<file path="config.mk">
export PLATFORM = sky130hd
export DESIGN_NAME = tip_front
export DESIGN_NICKNAME = d
export VERILOG_FILES = /design/src/sv/tip_pkg.sv /design/src/sv/tip_front.sv
export SDC_FILE = /design/constraint.sdc
export NUM_CORES = 1
export LEC_CHECK = 0
export ABC_AREA = 0
export BUFFER_PORTS_ARGS = -buffer_cell sky130_fd_sc_hd__buf_2
export CAP_MARGIN = 30
export CORE_AREA = 2 2 91 93
export CTS_CLUSTER_DIAMETER = 80
export DETAILED_ROUTE_END_ITERATION = 10
export DIE_AREA = 0 0 93 95
export GPL_TIMING_DRIVEN = 0
export SLEW_MARGIN = 20
export SYNTH_ARGS = -nofsm -noshare
export SYNTH_HDL_FRONTEND = slang
export SYNTH_SLANG_ARGS = --single-unit
export TNS_END_PERCENT = 5
</file>
<file path="constraint.sdc">
create_clock -name clk -period 2.2 [get_ports clk]
set_input_delay 0.66 -clock clk [delete_from_list [all_inputs] [get_ports clk]]
set_output_delay 0.66 -clock clk [all_outputs]
set_load 0.01 [all_outputs]
</file>
<file path="src/sv/tip_pkg.sv">
// shared types, constants and codes of the table interpolator
package tip_pkg;

    localparam int MAX_POINTS = 64;
    localparam int IDX_W      = 6;
    localparam int CNT_W      = 7;
    localparam int VAL_W      = 32;
    localparam int PROD_W     = 2 * VAL_W;

    localparam logic [1:0] REG_INTERP = 2'd0;
    localparam logic [1:0] REG_EXTRAP = 2'd1;
    localparam logic [1:0] REG_COUNT  = 2'd2;

    localparam logic [1:0] INTERP_LINEAR = 2'd0;
    localparam logic [1:0] INTERP_LOWER  = 2'd1;
    localparam logic [1:0] INTERP_UPPER  = 2'd2;

    localparam logic [1:0] EXTRAP_HOLD   = 2'd0;
    localparam logic [1:0] EXTRAP_LINEAR = 2'd1;
    localparam logic [1:0] EXTRAP_FLAG   = 2'd2;

    localparam logic [2:0] ST_OK        = 3'd0;
    localparam logic [2:0] ST_RANGE     = 3'd1;
    localparam logic [2:0] ST_EMPTY     = 3'd2;
    localparam logic [2:0] ST_ORDER     = 3'd3;
    localparam logic [2:0] ST_SATURATED = 3'd4;

    localparam logic KIND_LOAD = 1'b0;

    typedef enum logic [2:0] {
        OP_LOAD_DIRECT,
        OP_LOAD_CHECK,
        OP_EMPTY,
        OP_SINGLE,
        OP_SEARCH
    } op_t;

    typedef struct packed {
        op_t               op;
        logic [IDX_W-1:0]  idx;
        logic [VAL_W-1:0]  px;
        logic [VAL_W-1:0]  py;
        logic [VAL_W-1:0]  qx;
        logic [CNT_W-1:0]  n;
        logic [1:0]        em;
        logic [1:0]        im;
    } cmd_t;

endpackage

</file>
<file path="src/sv/tip_front.sv">
// front end: configuration registers and classification of incoming requests
module tip_front (
    input  logic                       clk,
    input  logic                       rst_n,
    input  logic                       cfg_valid,
    output logic                       cfg_ready,
    input  logic [1:0]                 cfg_index,
    input  logic [6:0]                 cfg_data,
    input  logic                       kind,
    input  logic [tip_pkg::IDX_W-1:0]  entry_index,
    input  logic [31:0]                point_x,
    input  logic [31:0]                point_y,
    input  logic [31:0]                query_x,
    output tip_pkg::cmd_t              cmd
);

    logic [1:0]                interp_reg;
    logic [1:0]                extrap_reg;
    logic [tip_pkg::CNT_W-1:0] count_reg;
    logic [tip_pkg::CNT_W-1:0] n_eff;

    assign cfg_ready = 1'b1;

    always_ff @(posedge clk or negedge rst_n)
    begin
        if (!rst_n)
        begin
            interp_reg <= '0;
            extrap_reg <= '0;
            count_reg  <= '0;
        end
        else if (cfg_valid)
        begin
            case (cfg_index)
                tip_pkg::REG_INTERP: interp_reg <= cfg_data[1:0];
                tip_pkg::REG_EXTRAP: extrap_reg <= cfg_data[1:0];
                tip_pkg::REG_COUNT:  count_reg  <= cfg_data;
                default: ;
            endcase
        end
    end

    // clamp count and fold unused mode codes
    assign n_eff = (count_reg > tip_pkg::CNT_W'(tip_pkg::MAX_POINTS))
                 ? tip_pkg::CNT_W'(tip_pkg::MAX_POINTS) : count_reg;

    always_comb
    begin
        cmd.idx = entry_index;
        cmd.px  = point_x;
        cmd.py  = point_y;
        cmd.qx  = query_x;
        cmd.n   = n_eff;
        cmd.em  = (extrap_reg == 2'd3) ? tip_pkg::EXTRAP_HOLD : extrap_reg;
        cmd.im  = (interp_reg == 2'd3) ? tip_pkg::INTERP_LINEAR : interp_reg;
        if (kind == tip_pkg::KIND_LOAD)
            cmd.op = (entry_index == '0) ? tip_pkg::OP_LOAD_DIRECT : tip_pkg::OP_LOAD_CHECK;
        else if (n_eff == '0)
            cmd.op = tip_pkg::OP_EMPTY;
        else if (n_eff == tip_pkg::CNT_W'(1))
            cmd.op = tip_pkg::OP_SINGLE;
        else
            cmd.op = tip_pkg::OP_SEARCH;
    end

endmodule

</file>
== Word level (Yosys, flattened, before mapping) ==
Index checks and enable logic that the tools add are counted.
Cells by class
  multiplexer cells: 7
  magnitude comparators: 1
  reduce and logical (&&, ||, !) cells: 6
  eq/ne operators: 5
Operator list (count)
  $mux W3: 3
  $eq A7 B1 Y1 const B: 1
  $gt A7 B7 Y1 const B: 1
  $logic_not A7 Y1: 1
  $mux W7: 1
  $eq A2 B2 Y1 const B: 3
  $logic_not A6 Y1: 1
  $reduce_and A2 Y1: 3
  $mux W2: 2
  $eq A2 B1 Y1 const B: 1
  $logic_not A2 Y1: 1
  $mux W1: 1
Word-level totals
  output and inout bits: 117
  logic and storage cells: 22
  register bits after elaboration: 11
  input port bits: 115

== Logic depth before layout (Yosys ltp) ==
  depth in word-level cells: 6
  depth in mapped cells: 3
  depth with buffers taken out: 3

== Worst setup path before layout ==
No wires, ideal clock.
  path kind: flip-flop to output port
  start point: register count_reg[6] (netlist name)
  end point: output cmd[113] (netlist name)
  stages on the path, launching flop included: 4
  path slack: 0.265 ns
  path buffers: 0
  required time: 1.540 ns
  data arrival time: 1.275 ns
  path through: dfrtp_1 -> or4_1 -> nor3_2 -> a31o_1
RTL lines
  from (decl): RTL line tip_front.sv:19  | logic [tip_pkg::CNT_W-1:0] count_reg;
  from (signal assigned): RTL line tip_front.sv:37  | tip_pkg::REG_COUNT: count_reg <= cfg_data;
  to (decl): RTL line tip_front.sv:14  | output tip_pkg::cmd_t cmd

==> run metrics <==
setup ws final=-0.0919 ns; DR iter-0 viols=11; Comb pwr share=between 50% and 60%; DRT antenna net count=0; worst hold slack=~0.29 ns; sw frac=a little under a third; RSZ-0062 raised after global routing=yes; flop2flop setup slack=approximately 1.3 ns; cts bufs inserted=3; number of distinct library cells after synthesis=16; Layout Nets=403; crit path max fanout=3; max_cap viols=0; pin count of the biggest net entering global routing=12; die area=8840 µm²; switching pwr=299 µW; via density per instance=3.44; Residual DRC=0; Syn Nets=approximately 260; power share of the clock group=about a fifth; Port Buffer Count=134; clock sinks=11; final hold vios=0; Die X=between 90 and 100 µm; CP arrival=1.63 ns; routed length per instance=approximately 13 µm; top cells by area, synth=buf_4, dfrtp_1, mux2_2; clock-pin slew on the worst setup and hold paths=0.05 ns; share of cells above drive strength 1=91.3%; Int Power=~660 µW; Yosys top cell area share=57.7%; Pre-Repair DR Iteration Count=4; worst min path class=in2async; leakage power=around 0.0013 µW; post-synthesis register bit count=11; Synth area leader=buf_4; Worst Clk Skew=0 ns; Mapped Cells=approximately 150; GR Overflow Total=0; area delta synth->final=65.7%; routed via count=about 1.3k; pwr dens=between 400 and 500 nW/µm²; Crit path required time=approximately 1.5 ns; endpoints failing setup=2; VDD IR-drop max=about 0.39 mV; final core utilization=around 28%; htree depth=1; CP Launch Type=register; CTS root buf=clkbuf_8; share of power burned in registers=28.7%; first-pass GRT wire length=between 6 and 7 mm; Yosys warning total=0; Netlist Area Pre-Place=roughly 1300 µm²; failing checks=setup timing; CTS tree=done; All-Layer GR Usage=about a tenth; fin crit period=roughly 2.3 ns; clock buffer depth=2; Achievable Freq=0.436 GHz; gpl congestion=about 0.79; row cnt=33; n_diodes=0; Cell Count, Final, Fillers Out=about 400; antenna violations before repair=0; fin. max-slew vios=0; CP Class=reg2out; run status=finished with violations; setup TNS=-0.147 ns; Largest register FFs=7; Die Y=around 95 µm; boundary pin count=~230; Worst setup EP type=primary output; Post-Place Cells=between 300 and 400; Mapped Avg Cell Area=between 9 and 10 µm²; worst skew pair latency=0.23 ns; period utilization=104%; Pwr Total=around 960 µW; hold_buf cts=0; Core Region=around 7900 µm²; number of global-route vias before repair=approximately 1.2k; Total Wirelength=5.00 mm; Starting Density=about 17%; post-synthesis sequential area ratio=around a fifth
-- power by group through the flow --
stage	Sequential (µW)	Clock, µW	Combinational [µW]
after global placement	274	0	466
after CTS	274	207	488
after global routing	281	215	520
final	274	200	482
after floorplan	265	0	300
after detailed placement	279	0	469
-- final timing paths --
kind,start,endpoint,depth (start not counted)
worst min register to register,extrap_reg[0],extrap_reg[0],1
worst min-delay path,rst_n,count_reg[3],1
min in group clk,extrap_reg[0],extrap_reg[0],1
max in group asynchronous,rst_n,count_reg[6],1
worst max register to register,count_reg[6],count_reg[6],2
worst max-delay path,count_reg[5],cmd[113],4
-- cells in the mapped netlist --
library cell	count
buf_4	103
dfrtp_1	11
mux2_2	11
and2b_2	6
nor2b_1	5
nand3b_1	2
a21oi_1	1
a31o_1	1
and2_1	1
conb_1	1
dlygate4sd3_1	1
nor2_1	1
nor3_2	1
nor3b_1	1
nor4_1	1
or4_1	1
-- repair_timing --
action                                  CTS  global route
buffers inserted                          1             0
endpoints found under the hold margin     0             0
endpoints found under the setup margin    3             3
gates resized for setup                   5             0
pin swaps                                 2             2
-- placed cells by master (no fill, tap or decap), types with 2 or more instances in the layout --
cell	Yosys	final
nand3b_1	2	2
mux2_2	11	11
clkbuf_8	0	3
dfrtp_1	11	10
buf_2	0	134
nor2b_1	5	5
and2b_2	6	6
buf_4	103	104
-- cell type report --
type	instances	area, µm²
Tap cell	105	131
Buffer	104	783
Multi-Input combinational cell	33	307
Clock buffer	4	45.0
Fill cell	859	5710
Timing Repair Buffer	135	678
Sequential cell	11	277
-- per-layer routing --
metal	routed length, µm	up-vias	global-route usage (%)
li1	-	638	-
met1	1780	609	11.5
met2	2630	97	16.7
met3	550	5	2.55
met4	36	0	2.21
met5	0	-	0
-- through the flow --
step	setup WS, ns	area (µm²)
after global placement	-0.356	2140
final	-0.0919	2220
after CTS	-0.158	2220
after detailed placement	-0.337	2140
after global routing	-0.146	2220
after floorplan	0.265	1340
-- cell families after synthesis --
logic type      count (synthesis)  share of synthesized area, %
compound gates                  2                          1.03
buf+inv                       104                          58.4
flops                          11                          20.5
mux                            11                          9.24
other cells                     1                         0.280
simple gates                   19                          10.5
-- critical path, stage by stage, from the launching register on --
cell	delay (ns)
dfrtp_1	0.39
or4_4	0.55
nor3_4	0.16
a31o_1	0.17
buf_2	0.13
Note: power is estimated with default switching activity, not from simulation.
