**src/sv/tip_pkg.sv**
```systemverilog
// shared types, constants and codes of the table interpolator
package tip_pkg;

    localparam int MAX_POINTS = 64;
    localparam int IDX_W      = 6;
    localparam int CNT_W      = 7;
    localparam int VAL_W      = 32;
    localparam int PROD_W     = 2 * VAL_W;

    localparam logic [1:0] REG_INTERP = 2'd0;
    localparam logic [1:0] REG_EXTRAP = 2'd1;
    localparam logic [1:0] REG_COUNT  = 2'd2;

    localparam logic [1:0] INTERP_LINEAR = 2'd0;
    localparam logic [1:0] INTERP_LOWER  = 2'd1;
    localparam logic [1:0] INTERP_UPPER  = 2'd2;

    localparam logic [1:0] EXTRAP_HOLD   = 2'd0;
    localparam logic [1:0] EXTRAP_LINEAR = 2'd1;
    localparam logic [1:0] EXTRAP_FLAG   = 2'd2;

    localparam logic [2:0] ST_OK        = 3'd0;
    localparam logic [2:0] ST_RANGE     = 3'd1;
    localparam logic [2:0] ST_EMPTY     = 3'd2;
    localparam logic [2:0] ST_ORDER     = 3'd3;
    localparam logic [2:0] ST_SATURATED = 3'd4;

    localparam logic KIND_LOAD = 1'b0;

    typedef enum logic [2:0] {
        OP_LOAD_DIRECT,
        OP_LOAD_CHECK,
        OP_EMPTY,
        OP_SINGLE,
        OP_SEARCH
    } op_t;

    typedef struct packed {
        op_t               op;
        logic [IDX_W-1:0]  idx;
        logic [VAL_W-1:0]  px;
        logic [VAL_W-1:0]  py;
        logic [VAL_W-1:0]  qx;
        logic [CNT_W-1:0]  n;
        logic [1:0]        em;
        logic [1:0]        im;
    } cmd_t;

endpackage

```
**src/sv/tip_cmd_queue.sv**
```systemverilog
// two-entry request queue between front end and back end
module tip_cmd_queue (
    input  logic          clk,
    input  logic          rst_n,
    input  logic          push,
    input  tip_pkg::cmd_t din,
    output logic          full,
    input  logic          pop,
    output tip_pkg::cmd_t dout,
    output logic          empty
);

    tip_pkg::cmd_t entry_reg [2];
    logic          wr_ptr_reg;
    logic          rd_ptr_reg;
    logic [1:0]    count_reg;
    logic          do_push;
    logic          do_pop;

    assign full    = (count_reg == 2'd2);
    assign empty   = (count_reg == 2'd0);
    assign do_push = push && !full;
    assign do_pop  = pop && !empty;
    assign dout    = entry_reg[rd_ptr_reg];

    always_ff @(posedge clk or negedge rst_n)
    begin
        if (!rst_n)
        begin
            wr_ptr_reg <= 1'b0;
            rd_ptr_reg <= 1'b0;
            count_reg  <= 2'd0;
        end
        else
        begin
            if (do_push)
                wr_ptr_reg <= !wr_ptr_reg;
            if (do_pop)
                rd_ptr_reg <= !rd_ptr_reg;
            if (do_push && !do_pop)
                count_reg <= count_reg + 2'd1;
            else if (do_pop && !do_push)
                count_reg <= count_reg - 2'd1;
        end
    end

    always_ff @(posedge clk)
    begin
        if (do_push)
            entry_reg[wr_ptr_reg] <= din;
    end

endmodule

```
**config.mk**
```make
export PLATFORM = sky130hd
export DESIGN_NAME = tip_cmd_queue
export DESIGN_NICKNAME = d
export VERILOG_FILES = /design/src/sv/tip_pkg.sv /design/src/sv/tip_cmd_queue.sv
export SDC_FILE = /design/constraint.sdc
export NUM_CORES = 1
export LEC_CHECK = 0
export ABC_AREA = 1
export BUFFER_PORTS_ARGS = -buffer_cell sky130_fd_sc_hd__buf_2
export CAP_MARGIN = 20
export CORE_ASPECT_RATIO = 1.2
export CORE_MARGIN = 5
export CORE_UTILIZATION = 40
export CTS_CLUSTER_DIAMETER = 120
export DETAILED_ROUTE_END_ITERATION = 7
export GPL_ROUTABILITY_DRIVEN = 0
export PLACE_DENSITY = 0.63
export SETUP_SLACK_MARGIN = 0.2
export SYNTH_ARGS = -nofsm -noshare
export SYNTH_HDL_FRONTEND = slang
export SYNTH_SLANG_ARGS = --single-unit
export TNS_END_PERCENT = 1
```
**constraint.sdc**
```tcl
create_clock -name clk -period 7.2 [get_ports clk]
set_clock_uncertainty 0.15 [all_clocks]
set_input_delay 1.08 -clock clk [delete_from_list [all_inputs] [get_ports clk]]
set_output_delay 1.08 -clock clk [all_outputs]
set_load 0.05 [all_outputs]
```
Word-level counts from Yosys, hierarchy flattened:

Memories as Yosys holds them, arrays and structs flattened.
Cells that the tools add are included.

* output and inout port bits: 118
* memory bits (writable): 232
* flip-flop bits (word level): 4
* input port bits: 120
* word-level logic and storage cells: 23
* memories kept: 1

* add/sub/neg operators: 2
* eq/ne operators: 1
* reduce and logical (&&, ||, !) cells: 12
* muxes and demuxes: 4

Memories
* entry_reg: depth 2, width 116, read ports 1, clocked after memory_dff 0, write ports 1, RTL line tip_cmd_queue.sv:13 `tip_pkg::cmd_t entry_reg [2];`

Operator list (count)
* $logic_not A1 Y1: 6
* $logic_and A1 B1 Y1: 4
* $mux W2: 2
* $add A2 B1 Y2 const B: 1
* $eq A2 B2 Y1 const B: 1
* $logic_not A2 Y1: 1
* $mux W1: 2
* $reduce_bool A2 Y1: 1
* $sub A2 B1 Y2 const B: 1

Longest topological paths before layout:

* depth in word-level cells: 7
* mapped depth: 9
* gate-level depth less buffers: 9

Worst setup path after synthesis:

Ideal clock, no wire load.

* kind: input-to-reg
* from: input push
* to: memory entry_reg[1][0] in the netlist's numbering (enable)
* setup slack: 0.449 ns
* stages on the path: 2
* library setup time: 0.592 ns
* arrival: 6.009 ns
* required time: 6.458 ns
* path buffers: 0
* cell sequence: o21ai_0 > nor2_1

* cells in the longest elaborated chain, start to end: 3

RTL lines
* start: declaration: RTL line tip_cmd_queue.sv:5 `input logic push,`
* $logic_and A1 B1 Y1: RTL line tip_cmd_queue.sv:22 `assign do_push = push && !full;`
* $mux W1: RTL line tip_cmd_queue.sv:49 `if (do_push)`
* $mux W1 (not written as such): RTL line tip_cmd_queue.sv:50 `entry_reg[wr_ptr_reg] <= din;`
* end: declaration: RTL line tip_cmd_queue.sv:13

Every way passes these cells.

==> impl_metrics.tcl <==
set metrics [dict create \
    status "finished clean" \
    max_freq_ghz 0.250 \
    worst_slew_pin_slew_ns 1.04 \
    fillCellCount 1849 \
    die_w_um 144 \
    syn2layout_area_growth_pct 26.0 \
    p_per_area_nw_per_um2 517 \
    post-cts-setup-buffer-count 0 \
    p_comb_share_pct 42.6 \
    critical_path.startpoint_type "register" \
    hp-class "input pin to async pin" \
    cp-end-kind "output port" \
    die_y_um 171 \
    drcViolationCount 0 \
    synth_cell_types 15 \
    maxCapViolCount 0 \
    drive_gt1_share_pct 31.8 \
    dr_total_vias 5298 \
    p_leak_nw 4.70 \
    cp_cell_sequence "inv_4, buf_4, nand2_1, nand2_1, buf_2" \
    syn_area_per_cell_um2 13.6 \
    switchingPower_mw 2.56 \
    fin_nets 1001 \
    r2r-end "entry_reg[0][75]" \
    grt_pass1_wl_mm 27.8 \
    cts_tree "built" \
    synth-seq-cells 236 \
    globalRouteMet1Util_pct 17.8 \
    ios 238 \
    ys_warn_count 0 \
    crit_top_cell "nand2_1" \
    finalSetupViolCount 0 \
    antenna_found_initial 5 \
    hold_viol_final 0 \
    grt.met2_usage_pct 23.7 \
    slew_headroom_pct 30.4 \
    r2r-start "count_reg[1]" \
    clk_latency_ns 0.50 \
    finalCoreUtilization_pct 50.8 \
    clockBufferDepth 3 \
    cts.reportedPaths.clkPinSlew_ns 0.06 \
    r2r_slack_ns 4.41 \
    drt-total-wl_mm 18.3 \
    h-tree-depth 1 \
    vias_per_cell 4.51 \
    io_buffer_count 237 \
    cts_root_buffer "clkbuf_16" \
    drtIter0Drc 194 \
    die_area_um2 24700 \
    ys_seq_area_share_pct 81.5 \
    clkPwrFrac_pct 22.5 \
    p_int_mw 3.09 \
    num_rows 59 \
    start_util_pct 40.3 \
    core_um2 21500 \
    tns_ns 0 \
    routedWlPerCell_um 15.6 \
    grtUsageTotal_pct 14.4 \
    cts_sinks 236 \
    fin_crit_ns 4.01 \
    grt_overflow 0 \
    fin_crit_sh_pct 55.6 \
    critPathMaxStageDelay_ns 0.63 \
    ant_nets 0 \
    grt_max_degree 94 \
    hpwl_mm 11.7 \
    syn-num-nets 758 \
    cts_hold_buffers 0 \
    p_seq_share_pct 34.9 \
    irDropWorstVdd_v 0.000333 \
    swShare_pct 45.3 \
    cpMaxStageDelayCell "buf_4" \
    crit_buf_inv 3 \
    grt_pass1_vias 5355 \
    critPathTopFamily "buffers and inverters" \
    cp.required_ns 5.97 \
    cts_made_buffers 24 \
    grt-busiest-layer "met2" \
    dr.pass1.iters 4 \
    rsz0062_at_grt "false" \
    critPathMaxFanout 59 \
    synth.cell_area_um2 8670 \
    grt.met3_usage_pct 5.59 \
    cp.arrival_ns 2.78 \
    largest_reg_flops 232 \
    slew_viol_final 0 \
    postSynthCellCount 637 \
    crit_type "register to output port" \
    ff2ff_path_depth 6 \
    cts-resized-gates 0 \
]
==> worst max path at each step <==
stage | start | to | slack, ns | cells after the start
finish | rd_ptr_reg | dout[1] | 3.19 | 5
global route | rd_ptr_reg | dout[86] | 2.91 | 5
CTS | rd_ptr_reg | dout[87] | 3.05 | 5
detailed placement | rd_ptr_reg | dout[23] | 3.63 | 5
global placement | rd_ptr_reg | dout[53] | 3.63 | 5
floorplan | push | entry_reg[1][0] | 0.45 | 2
==> stage by stage <==
| step | std cells | cell area [um2] | worst slack [ns] | power [mW] | hold WS (ns) |
|---|---|---|---|---|---|
| CTS | 1172 | 10900 | 3.05 | 5.74 | 0.200 |
| global route | 1174 | 10900 | 2.91 | 5.95 | 0.200 |
| finish | 1174 | 10900 | 3.19 | 5.64 | 0.226 |
| detailed placement | 1128 | 10100 | 3.63 | 4.45 | 0.318 |
| floorplan | 637 | 8670 | 0.449 | 3.89 | 0.299 |
| global placement | 1128 | 10100 | 3.63 | 4.44 | 0.313 |
==> metal layers <==
layer  share of wire [%]  up-vias  wire [um]
met4                 2.2        6        408
met1                  39     2435       7080
met5                0.31        -         56
li1                    -     2636          -
met2                  49      184       8880
met3                  10       37       1840
==> layout make-up <==
type                    count  area, um2  share of cell area, %
flip-flops and latches    236       7070                   64.8
multi-input cells         368       1410                   12.9
repair buffers            242       1220                   11.2
clock buffers              25        626                   5.73
well taps                 274        343                   3.14
clock inverters            19        204                   1.87
inverters                   8       35.0                  0.321
diodes                      2       5.00                 0.0458
==> cells in the mapped netlist <==
master	count	area share, %
nand2_1	357	15
edfxtp_1	232	80
buf_2	18	1.0
inv_1	7	0.30
buf_6	5	0.65
dfrtp_1	4	1.2
nor2_1	4	0.17
buf_4	2	0.17
o21ai_0	2	0.12
ha_1	1	0.14
inv_4	1	0.072
nand3_1	1	0.058
nand3b_1	1	0.087
nand4_1	1	0.072
xnor2_1	1	0.10
==> placed cells by master (no fill, tap or decap) <==
cell	n
clkinv_4	1
dfrtp_1	3
inv_1	6
ha_1	1
clkinvlp_4	4
clkinv_2	6
nand3_1	1
xnor2_1	1
buf_4	5
buf_2	237
dfrtp_4	1
nand2_1	357
nor2_1	3
clkinv_1	4
nand4_1	1
nand3b_1	1
bufinv_16	4
o21ai_0	2
nor2_4	1
edfxtp_1	232
clkbuf_16	25
diode_2	2
inv_4	2
==> power groups by stage <==
stage / registers, mW / logic, mW / clock network [mW]
global route: 2.00 / 2.58 / 1.37
floorplan: 2.00 / 1.89 / 0
CTS: 1.97 / 2.45 / 1.32
finish: 1.97 / 2.40 / 1.27
global placement: 1.99 / 2.44 / 0
detailed placement: 2.00 / 2.45 / 0
==> cells by family after synthesis <==
family                     synth area share (%)
and+or+nand+nor                            15.9
buffers and inverters                      2.24
DFF                                        81.5
adders and majority gates                 0.144
xor gates and xnor gates                  0.101
AOI/OAI and AO/OA                         0.116
(Power assumes the default switching activity.)
